## src/design/fnb_pkg.sv

```systemverilog
package fnb_pkg;

   localparam int CH_W    = 8;
   localparam int NUM_CH  = 3;
   localparam int POS_W   = 6;
   localparam int DIM_W   = 7;
   localparam int CSR_A_W = 2;
   localparam int NUM_NB  = 4;
   localparam int NUM_LANES = 3;

   // floor(x/3) == (x*683)>>11 for every x up to 4*255
   localparam int DIV3_MUL   = 683;
   localparam int DIV3_SHIFT = 11;

   localparam logic [CSR_A_W-1:0] CSR_FRAME_WIDTH  = 2'd0;
   localparam logic [CSR_A_W-1:0] CSR_FRAME_HEIGHT = 2'd1;
   localparam logic [CSR_A_W-1:0] CSR_BLUR_ENABLE  = 2'd2;

   localparam logic [DIM_W-1:0] DIM_RESET = 7'd64;

   // channel 0 is red, in the low bits
   typedef logic [NUM_CH-1:0][CH_W-1:0] pixel_type;

   typedef struct packed {
      logic              eof;
      logic              last;
      logic [POS_W-1:0]  col;
      logic [POS_W-1:0]  row;
      pixel_type         pix;
   } result_type;

endpackage

```

## src/design/fnb_lane.sv

```systemverilog
module fnb_lane (
   input  fnb_pkg::pixel_type [fnb_pkg::NUM_NB-1:0] nb_i,
   input  logic [fnb_pkg::NUM_NB-1:0]               nb_valid_i,
   output fnb_pkg::pixel_type                       avg_o
);
   import fnb_pkg::*;

   localparam int SUM_W = CH_W + 2;
   localparam int PROD_W = SUM_W + 10;

   logic [2:0]         count;
   logic [SUM_W-1:0]   sum   [NUM_CH];
   logic [PROD_W-1:0]  prod  [NUM_CH];

   always_comb begin
      count = '0;
      for (int i = 0; i < NUM_NB; i++) begin
         count = count + 3'(nb_valid_i[i]);
      end
      for (int ch = 0; ch < NUM_CH; ch++) begin
         sum[ch] = '0;
         for (int i = 0; i < NUM_NB; i++) begin
            if (nb_valid_i[i]) begin
               sum[ch] = sum[ch] + SUM_W'(nb_i[i][ch]);
            end
         end
         prod[ch] = PROD_W'(sum[ch]) * PROD_W'(DIV3_MUL);
         case (count)
            3'd4:    avg_o[ch] = CH_W'(sum[ch] >> 2);
            3'd3:    avg_o[ch] = CH_W'(prod[ch] >> DIV3_SHIFT);
            3'd2:    avg_o[ch] = CH_W'(sum[ch] >> 1);
            default: avg_o[ch] = '0;
         endcase
      end
   end

endmodule

```

## config.mk

```make
export PLATFORM = sky130hd
export DESIGN_NAME = fnb_lane
export DESIGN_NICKNAME = d
export VERILOG_FILES = /design/src/design/fnb_pkg.sv /design/src/design/fnb_lane.sv
export SDC_FILE = /design/constraint.sdc
export NUM_CORES = 1
export LEC_CHECK = 0
export BUFFER_PORTS_ARGS = -buffer_cell sky130_fd_sc_hd__clkbuf_2
export CAP_MARGIN = 20
export CORE_ASPECT_RATIO = 0.7
export CORE_MARGIN = 2
export CORE_UTILIZATION = 35
export DETAILED_ROUTE_END_ITERATION = 10
export GPL_TIMING_DRIVEN = 1
export PLACE_DENSITY = 0.56
export SETUP_SLACK_MARGIN = 0.1
export SLEW_MARGIN = 25
export SYNTH_ARGS = -nofsm -noshare
export SYNTH_HDL_FRONTEND = slang
export SYNTH_SLANG_ARGS = --single-unit
```

## constraint.sdc

```tcl
create_clock -name vclk -period 14.3
set_clock_uncertainty 0.15 [all_clocks]
set_input_delay 2.86 -clock vclk [all_inputs]
set_output_delay 2.86 -clock vclk [all_outputs]
set_load 0.05 [all_outputs]
```

### Yosys cells after proc, flatten, opt, wreduce, memory -nomap -nowiden

Cells that the tools add are included.

| cells by class | value |
|---|---|
| add/sub/neg operators | 12 |
| multipliers | 3 |
| eq/ne operators | 3 |
| muxes and demuxes | 15 |

Operators by type and width:

| cell | count |
|---|---|
| $add 10x8->10 | 9 |
| $mux 10 | 9 |
| $pmux 8 s3 | 3 |
| $mul 10x10->19 const B | 3 |
| $mux 8 | 3 |
| $eq 3x2->1 const B | 2 |
| $add 2x1->3 | 1 |
| $add 3x1->3 | 1 |
| $eq 3x3->1 const B | 1 |
| $add 1x1->2 | 1 |

| word-level totals | value |
|---|---|
| flip-flop bits (word level) | 0 |
| bits of input ports | 100 |
| output and inout port bits | 24 |

### Longest topological paths before layout

| logic depth | value |
|---|---|
| depth in word-level cells | 9 |
| mapped depth | 48 |
| depth with buffers taken out | 44 |

### Worst setup path after synthesis

Ideal clock, no wire load.

| timing | value |
|---|---|
| path type | input-to-output |
| start point | input nb_valid_i[0] (netlist bit) |
| end point | output avg_o[19] (netlist bit) |
| arrival time | 12.458 ns |
| data required time | 11.290 ns |
| setup slack | -1.168 ns |
| cell stages on the path | 44 |
| cell sequence | buf_4 > buf_4 > clkbuf_1 > clkbuf_1 > and2_1 > ha_1 > inv_1 > fa_1 > nor2b_1 > a21oi_1 > o221a_2 > xnor2_1 > mux2_2 > ha_1 > or3_1 > o21ai_0 > a21oi_1 > a21oi_1 > [... 8 more ...] > nand2_1 > o21ai_0 > a32oi_1 > inv_1 > ha_1 > ha_1 > fa_1 > fa_1 > ha_1 > ha_1 > and3_1 > a221o_1 > a21oi_1 > o32ai_1 > o21a_1 > nor2_1 > xor2_1 > o21ai_0 |

RTL lines:

| element | RTL line | RTL |
|---|---|---|
| start, declared | fnb_lane.sv:3 | `input logic [fnb_pkg::NUM_NB-1:0] nb_valid_i,` |
| end, declared | fnb_lane.sv:4 | `output fnb_pkg::pixel_type avg_o` |

==> out/results.tsv <==
stage	metric	value	unit
run_status	status	finished clean	
setup_path	delay-heaviest family, CP	adder cells	
die	core area	27600	um2
die	Die W	204	um
cells_and_area	most frequent cells in the layout	ha_1 (201), inv_1 (145), buf_4 (113), clkbuf_2 (101), nand2_1 (87)	
die	row cnt	51	
grt	vias in the first global route	9142	
setup_path	most frequent CP cell	ha_4	
setup_path	crit path DAT	10880	ps
setup_path	Critical Path RT	11290	ps
sta	worst hold slack	6510	ps
yosys	Syn Inst Count	1215	
sta	Fin Setup TNS	0	ps
setup_path	Crit-path slowest cell	fa_1	
yosys	register area share after synthesis	0	
sta	crit path time final	13890	ps
yosys	Synth top area share	0.310	
setup_path	critical path class	in -> out	
yosys	Avg Cell Area, Syn	8.05	um2
sta	Slew Viols, Final	0	
yosys	Netlist Area Pre-Place	9780	um2
sta	Slew HR	0.362	
sta	period utilization	0.971	
setup_path	critical path fanouts, max	10	
routing	detailed-route wire length	28.5	mm
sta	Worst-Margin Slew	955	ps
cells_and_area	FFs & Latches	0	
setup_path	crit-path max cell delay	510	ps
cells_and_area	Nets	1841	
flow_run	maxcap violations	0	
die	DIE AREA	29300	um2
setup_path	CP endpoint kind	primary output	
grt	total track usage	0.188	
cells_and_area	# clk buffers	0	
cells_and_area	area occupied by registers	0	um2
cells_and_area	Final Cell Area	13100	um2
yosys	Synth cell types	81	
grt	pin count of the biggest net entering global routing	39	
routing	Post-DRT Antenna Nets	0	
die	IO Count	124	
placed_design	number of port buffers	124	
setup_path	WP buf/inv	6	
routing	number of remaining DRC errors	0	
routing	Via density	5.19	
sta	RSZ-0062 raised after global routing	no	
die	Initial Util	0.354	
cells_and_area	post-layout util	0.474	
routing	drt first pass iters	5	
grt	GR Overflow Total	0	
yosys	Mapped Nets	1629	
cells_and_area	Fillers	2698	
cells_and_area	post-synthesis to final-layout area growth	33.8	%
worst_hold_path	HP Class	in -> out	
yosys	synth top area cells	ha_1 (31%), fa_1 (15%), inv_1 (5.9%), xnor2_1 (4.5%), nand2_1 (3.5%)	
yosys	Syn. warnings	0	
sta	Final setup viols	0	
routing	wire per inst	15.9	um
grt	first-pass GRT wire length	45.4	mm
routing	Vias	9330	
placed_design	GP Congestion	0.838	
placed_design	post-DP HPWL	24.1	mm
cells_and_area	# diodes	0	
routing	drt first-iter violations	376	
sta	Max Fclk	72.0	MHz
cells_and_area	commonest non-fill, non-tap cell in the layout	ha_1	
yosys	Synth area leader	ha_1	
die	DIE HEIGHT	144	um
grt	initial antenna violation count	0	
placed_design	Placed Area	11800	um2
cells_and_area	share of layout cells above drive strength 1	0.307	
setup_path	startpoint types	primary input	
sta	final hold violation count	0	
[stage by stage]
stage	worst slack (ps)	cells
6_report	415	1796
5_1_grt	24.6	1796
3_5_place_dp	-148	1749
3_3_place_gp	-57.9	1749
4_1_cts	92.9	1758
2_1_floorplan	51.0	1215
[worst min-delay path: stages]
cell and delay (ps):
clkbuf_2 100, ha_4 150, xor2_1 60, nand2_1 70, o21ai_2 60, buf_4 160, o221ai_4 180, buf_8 150
[cell type report]
type,instances,area (um2),area share
multi-input cells,1030,10200,0.781
inverters,156,586,0.0448
repair buffers,239,1820,0.139
well taps,371,464,0.0355
[kinds of logic (layout without fill, tap and decap cells)]
kind of cell / count (synthesis) / after routing / synth area share
buffers and inverters: 185 / 395 / 0.0722
XOR/XNOR: 84 / 84 / 0.0752
AND/OR/NAND/NOR: 302 / 302 / 0.150
adder cells (fa/ha/maj): 318 / 318 / 0.461
AO/OA/AOI/OAI: 304 / 304 / 0.217
multiplexers: 22 / 22 / 0.0243
[synthesized netlist by cell type, types with 9 or more instances]
library cell	count
nor3_1	20
nand2_1	92
nand3_1	20
and2_1	17
o21ai_0	62
a21o_1	25
nor2b_1	21
inv_1	154
a31oi_1	9
a211oi_1	19
nor2_1	77
o21a_1	23
ha_1	242
o211ai_1	9
mux2_2	10
xor2_1	34
fa_1	72
xnor2_1	50
a21oi_1	61
mux2i_1	11
o221ai_1	12
clkbuf_1	20
[metal layers]
layer / routed length (um) / vias to the layer above / part of all wire / GRT usage
li1: - / 4758 / - / -
met5: 0 / - / 0 / 0
met2: 13800 / 114 / 0.48 / 0.334
met4: 374 / 0 / 0.013 / 0.0231
met3: 574 / 18 / 0.020 / 0.00431
met1: 13700 / 4440 / 0.48 / 0.261
[worst paths after layout]
path / start / endpoint / slack [ps] / depth (start not counted)
worst max-delay path: nb_valid_i[0] / avg_o[18] / 410 / 40
worst min-delay path: nb_i[77] / avg_o[3] / 6510 / 8
[what timing repair did]
| item | in CTS | in global routing |
|---|---|---|
| pin swaps | 16 | 122 |
| buffers inserted | 9 | 38 |
| setup endpoints to repair | 13 | 23 |
| resized for setup | 22 | 167 |
| cloned | 0 | 0 |
| hold buffers | 0 | 0 |
Power is not shown: default switching activity piles up to over one toggle a cycle in this logic, so the estimate is an artifact.
