### src/design/fnb_pkg.sv
package fnb_pkg;

   localparam int CH_W    = 8;
   localparam int NUM_CH  = 3;
   localparam int POS_W   = 6;
   localparam int DIM_W   = 7;
   localparam int CSR_A_W = 2;
   localparam int NUM_NB  = 4;
   localparam int NUM_LANES = 3;

   // floor(x/3) == (x*683)>>11 for every x up to 4*255
   localparam int DIV3_MUL   = 683;
   localparam int DIV3_SHIFT = 11;

   localparam logic [CSR_A_W-1:0] CSR_FRAME_WIDTH  = 2'd0;
   localparam logic [CSR_A_W-1:0] CSR_FRAME_HEIGHT = 2'd1;
   localparam logic [CSR_A_W-1:0] CSR_BLUR_ENABLE  = 2'd2;

   localparam logic [DIM_W-1:0] DIM_RESET = 7'd64;

   // channel 0 is red, in the low bits
   typedef logic [NUM_CH-1:0][CH_W-1:0] pixel_type;

   typedef struct packed {
      logic              eof;
      logic              last;
      logic [POS_W-1:0]  col;
      logic [POS_W-1:0]  row;
      pixel_type         pix;
   } result_type;

endpackage

### src/design/fnb_merge.sv
module fnb_merge (
   input  logic                                        clock,
   input  logic                                        reset,
   input  logic                                        load_valid_i,
   input  fnb_pkg::result_type [fnb_pkg::NUM_LANES-1:0] slot_i,
   input  logic [fnb_pkg::NUM_LANES-1:0]               mask_i,
   output logic                                        load_ready_o,
   output logic                                        rsp_tvalid,
   input  logic                                        rsp_tready,
   // red[7:0], green[15:8], blue[23:16], pixel_row[29:24], pixel_column[35:30], zero
   output logic [39:0]                                 rsp_tdata,
   output logic                                        rsp_tlast,
   // end_of_frame
   output logic                                        rsp_tuser
);
   import fnb_pkg::*;

   result_type [NUM_LANES-1:0] slot_ff;
   logic [NUM_LANES-1:0]       mask_ff, mask_in;
   logic [NUM_LANES-1:0]       mask_rest;
   result_type                 cur;
   logic                       take;

   always_comb begin
      // lowest pending slot goes out first
      if (mask_ff[0]) begin
         cur = slot_ff[0];
      end else if (mask_ff[1]) begin
         cur = slot_ff[1];
      end else begin
         cur = slot_ff[2];
      end
      rsp_tvalid = |mask_ff;
      take       = rsp_tvalid & rsp_tready;
      mask_rest  = mask_ff & (mask_ff - NUM_LANES'(1));
      load_ready_o = ~rsp_tvalid | (take & (mask_rest == '0));
      mask_in = mask_ff;
      if (load_ready_o & load_valid_i) begin
         mask_in = mask_i;
      end else if (take) begin
         mask_in = mask_rest;
      end
      rsp_tdata = {4'b0, cur.col, cur.row, cur.pix};
      rsp_tlast = cur.last;
      rsp_tuser = cur.eof;
   end

   always_ff @(posedge clock) begin
      if (reset) begin
         mask_ff <= '0;
      end else begin
         mask_ff <= mask_in;
      end
   end

   always_ff @(posedge clock) begin
      if (load_ready_o & load_valid_i) begin
         slot_ff <= slot_i;
      end
   end

endmodule

### config.mk
export PLATFORM = sky130hd
export DESIGN_NAME = fnb_merge
export DESIGN_NICKNAME = d
export VERILOG_FILES = /design/src/design/fnb_pkg.sv /design/src/design/fnb_merge.sv
export SDC_FILE = /design/constraint.sdc
export NUM_CORES = 1
export LEC_CHECK = 0
export ABC_CLOCK_PERIOD_IN_PS = 6300
export BUFFER_PORTS_ARGS = -buffer_cell sky130_fd_sc_hd__buf_4
export CORE_MARGIN = 4
export CORE_UTILIZATION = 28
export CTS_BUF_LIST = sky130_fd_sc_hd__clkbuf_16
export DETAILED_ROUTE_END_ITERATION = 10
export GPL_TIMING_DRIVEN = 1
export HOLD_SLACK_MARGIN = 0.08
export SLEW_MARGIN = 5
export SYNTH_ARGS = -nofsm -noshare
export SYNTH_HDL_FRONTEND = slang
export SYNTH_SLANG_ARGS = --single-unit
### constraint.sdc
create_clock -name clock -period 6.3 [get_ports clock]
set_input_delay 0.63 -clock clock [delete_from_list [all_inputs] [get_ports clock]]
set_output_delay 0.63 -clock clock [all_outputs]
set_load 0.005 [all_outputs]
# Word-level counts from Yosys, hierarchy flattened
# Cells that the tools add are included.
[totals]
elab_cells = 36
out_inout_bits = 44
input_bits = 121
ff_bits = 117
[classes]
n_bitwise = 6
n_reduce_logical = 3
muxes = 4
addsub = 1
[op_table]
columns = ["operator", "count"]
rows = [
  ["38-bit 2-to-1 mux", 2],
  ["3-bit 2-to-1 mux", 2],
  ["1-bit AND", 3],
  ["3-bit AND", 1],
  ["3-bit logical NOT", 1],
  ["3-bit OR reduction", 1],
  ["3-bit by 1-bit subtractor with 3-bit output, second input constant", 1],
  ["2-bit nonzero test", 1],
  ["1-bit NOT", 1],
  ["1-bit bitwise OR", 1],
]

# Longest topological paths before layout
[depth]
word_depth = 7
ltp_mapped = 5
ltp_nobuf = 4

# Least setup slack after synthesis
# No wires, ideal clock.
[synth_timing]
path_type = "input -> register"
from = "input rsp_tready"
to = "register slot_ff[0] (netlist bit) (enable)"
path_stages = 4
path_slack_ns = -0.256
path_buffers = 0
required_ns = 5.698
setup_ns = 0.602
arrival_time_ns = 5.954
path_cell_list = "nand2b_4 a21oi_1 a21oi_2 nor2b_1"
[synth_via]
elab_chain_cells = 4
[synth_rtl]
columns = ["item", "line", "rtl"]
rows = [
  ["from (decl)", "fnb_merge.sv:9", "input logic rsp_tready,"],
  ["1-bit AND", "fnb_merge.sv:34", "take = rsp_tvalid & rsp_tready;"],
  ["1-bit AND", "fnb_merge.sv:36", "load_ready_o = ~rsp_tvalid | (take & (mask_rest == '0));"],
  ["1-bit bitwise OR", "fnb_merge.sv:36", ""],
  ["1-bit AND", "fnb_merge.sv:57", "if (load_ready_o & load_valid_i) begin"],
  ["to (signal assigned)", "fnb_merge.sv:58", "slot_ff <= slot_i;"],
  ["to (decl)", "fnb_merge.sv:18", "result_type [NUM_LANES-1:0] slot_ff;"],
]
# No other way between the ends.
# A chain may end at the register's enable or synchronous reset.

# Worst setup path after layout
[layout_timing]
from = "register mask_ff[0]"
to = "register slot_ff[0] (netlist bit) (enable)"
[layout_via]
elab_chain_cells = 6
elab_cells_between_ends = 9
classes_between = "1 x add/sub; 6 x bitwise; 2 x reduce/logical"
[layout_rtl]
columns = ["item", "line", "rtl"]
rows = [
  ["from (decl)", "fnb_merge.sv:19", "logic [NUM_LANES-1:0] mask_ff, mask_in;"],
  ["from (signal assigned)", "fnb_merge.sv:52", "mask_ff <= mask_in;"],
  ["3-bit by 1-bit subtractor with 3-bit output", "fnb_merge.sv:35", "mask_rest = mask_ff & (mask_ff - NUM_LANES'(1));"],
  ["3-bit AND", "fnb_merge.sv:35", ""],
  ["3-bit logical NOT", "fnb_merge.sv:36", ""],
  ["1-bit AND", "fnb_merge.sv:36", ""],
  ["1-bit bitwise OR *", "fnb_merge.sv:36", ""],
  ["1-bit AND *", "fnb_merge.sv:57", ""],
]
# Every way passes the cells marked *; elsewhere a longest branch is shown, timed or not.

==> impl_metrics.csv <==
group,metric,value,unit
outcome,status,"finished, final reports clean",
worst_setup_path,r2r_setup_slack,3.58,ns
logic_synthesis,netlist_instances,270,
min_path,hold-path-cell-count,1,
route,wl_per_cell,14.4,um
clocking,cts_tree,"yes",
power,power_leakage,2.45,nW
route,antenna_left,0,
logic_synthesis,yosys.area_share.adder,0,
timing,relSlewSlack,0.501,
worst_setup_path,end_kind,"register",
power,ir_drop,0.175,mV
worst_setup_path,critPathRequiredTime,6.33,ns
logic_synthesis,synth_simple_gate_area_frac,0.0482,
grt,grt_pass1_wl,14600,um
timing,setup_violations,0,
logic_synthesis,yosysTopAreaCellShare,0.767,
route,drc,0,
grt,grt_util_met3,0.0514,
timing,skew,0.00634,ns
floorplan,core-area,15400,um2
route,wl,9550,um
timing,drv_slew,0,
clocking,cts_sinks,117,
logic_synthesis,yosysMostFrequentCell,"edfxtp_1",
timing,rsz0062_at_grt,"false",
clocking,cts_buffers,17,
final_layout,antenna_cells,0,
worst_setup_path,r2r_end,"slot_ff[0]$_DFFE_PP_",
logic_synthesis,synth_cell_types,24,
floorplan,dieArea,18000,um2
final_layout,multi_input_area,866,um2
final_layout,synthToLayoutAreaGrowth,44.4,%
grt,top_usage_layer,"met2",
logic_synthesis,synth-edff-count,114,
logic_synthesis,synthTopCellsByCount,"114 x edfxtp_1, 40 x nand2_1, 39 x o21ai_0",
clocking,insertion_delay,0.41,ns
clocking,cts_buffer_depth,2,
logic_synthesis,synth_compound_area_frac,0.0555,
grt,grtUsageMet1,0.120,
timing,period_share,0.431,
logic_synthesis,synth_seq_area_share,0.780,
power,powerDensity,326,nW/um2
final_layout,fin_nets,559,
run,max_cap_violations,0,
logic_synthesis,syn_avg_cell_area,16.5,um2
placement,preCtsSetupSlack,3.41,ns
route,drt_iter0_drc,113,
power,total_power,2.10,mW
worst_setup_path,arrival,2.75,ns
worst_setup_path,reg2regPathDepth,5,
logic_synthesis,yosys-top-cells-area,"edfxtp_1 77%, mux2i_1 8.5%, o21ai_0 4.4%, nand2_1 3.4%, dfxtp_1 1.3%",
grt,grt_max_degree,61,
grt,grt_use_total,0.107,
clocking,clk_pin_slew_worst_paths,0.06,ns
timing,setup_ws,3.58,ns
logic_synthesis,netlist_area,4460,um2
logic_synthesis,ys_ff_latch,117,
grt,grt_pass1_vias,2928,
placement,place_congestion,0.738,
floorplan,rows,45,
logic_synthesis,yosys_warnings,0,
floorplan,ioPinCount,165,
logic_synthesis,ys_async_sr_fraction,0,
timing,period_minus_slack,2.72,ns
timing,worst_slew_pin_slew,0.748,ns
logic_synthesis,synth-xor-area-share,0,
timing,fmax,368,MHz
logic_synthesis,synth_top_family_by_area,"multiplexers",
timing,whs,0.396,ns
min_path,hold_start,"slot_i[54]",
clocking,htree_num_levels,4,
route,vias,2714,
route,viasPerCell,4.10,
floorplan,die_x,134,um
timing,setup_tns,0,ns
clocking,ctsResizeCount,0,
clocking,postCtsSetupBuffers,0,
logic_synthesis,synthMuxAreaShare,0.0852,
worst_setup_path,reg2reg_from,"mask_ff[0]$_SDFFE_PP0P_",
worst_setup_path,cp_max_fo,60,
final_layout,register_area,3490,um2
placement,dp_hpwl,6550,um
final_layout,n_fill_cell,1400,
grt,grt_overflow,0,
grt,antenna_found_initial,0,
final_layout,fin_util,0.418,
timing,hold_violations,0,
floorplan,die_height,134,um
clocking,cts_hold_buf,0,
grt,use_met2,0.174,
min_path,min_path_type,"input port to register",
worst_setup_path,crit_path_start_kind,"register",
logic_synthesis,ys.flop_type,"edfxtp_1",
route,dr.pass1.iters,4,
worst_setup_path,critical_path_class,"register to register",
final_layout,drive_above_1_share,0.443,
floorplan,start_util,0.289,
clocking,root_buffer,"clkbuf_16",
placement,port-buffer-count,160,
min_path,min_to,"slot_ff[54]$_DFFE_PP_",
logic_synthesis,synth_area_leader_cell,"edfxtp_1",
[routing by layer]
metal  vias to the layer above  wire, um
met3                        12       828
met2                       112      4690
met1                      1245      3850
li1                       1345         -
met4                         0       174
met5                         -         0
[cell families (layout without fill, tap and decap cells)]
| family | after synthesis | after routing |
|---|---|---|
| simple gates | 49 | 49 |
| mux | 38 | 38 |
| flops | 117 | 117 |
| other cells | 1 | 4 |
| buf+inv | 20 | 198 |
| compound gates | 45 | 45 |
[cell type report]
type                       instances  area share
multi-input combinational        136       0.134
tap                              211      0.0410
inverter                           2     0.00116
clock buffer                      17      0.0660
timing repair buffer             164       0.191
clock inverter                    15      0.0256
sequential                       117       0.541
[worst max path at each step]
stage | slack (ns) | cells past startpoint | endpoint | start
after CTS | 3.47 | 4 | rsp_tdata[7] | mask_ff[0]$_SDFFE_PP0P_
final | 3.58 | 5 | slot_ff[0]$_DFFE_PP_ | mask_ff[0]$_SDFFE_PP0P_
after detailed placement | 3.41 | 7 | slot_ff[33]$_DFFE_PP_ | rsp_tready
after global placement | 3.46 | 7 | slot_ff[38]$_DFFE_PP_ | rsp_tready
after floorplan | 1.98 | 4 | slot_ff[0]$_DFFE_PP_ | rsp_tready
after global routing | 3.35 | 5 | slot_ff[37]$_DFFE_PP_ | mask_ff[0]$_SDFFE_PP0P_
[cell usage in the layout, fill, tap and decap left out]
cell	n
a211oi_1	1
a21oi_1	1
a21oi_2	1
a41oi_2	1
buf_4	164
bufinv_16	3
clkbuf_16	17
clkinv_1	3
clkinv_4	2
clkinvlp_4	4
conb_1	4
dfxtp_1	1
dfxtp_2	2
edfxtp_1	114
inv_1	4
inv_6	1
mux2i_1	38
nand2_1	40
nand2_2	1
nand2b_4	1
nand3b_1	2
nor2_1	2
nor2b_4	1
nor3_2	1
o21ai_0	39
o21ai_2	1
o22ai_1	1
or3_1	1
[flip-flops by register name, indices dropped and copies added, names as in the netlist]
register,cells
slot_ff,114
mask_ff,3
[worst max-delay path, cell delays in order (launching register included)]
cell	delay, ns
dfxtp_2	0.53
a21oi_1	0.27
a21oi_2	0.09
nor2b_4	0.11
buf_4	0.54
buf_4	0.70
[power breakdown]
group | switching [mW] | internal, mW
logic | 0.0937 | 0.116
registers | 0.0182 | 0.925
clock network | 0.333 | 0.615
total | 0.445 | 1.66
[through the flow]
step                      area [um2]  cells
after CTS                       6440    662
after global routing            6440    662
after floorplan                 4480    273
final                           6440    662
after global placement          5850    630
after detailed placement        5850    630
Power figures use the tool's default switching activity.
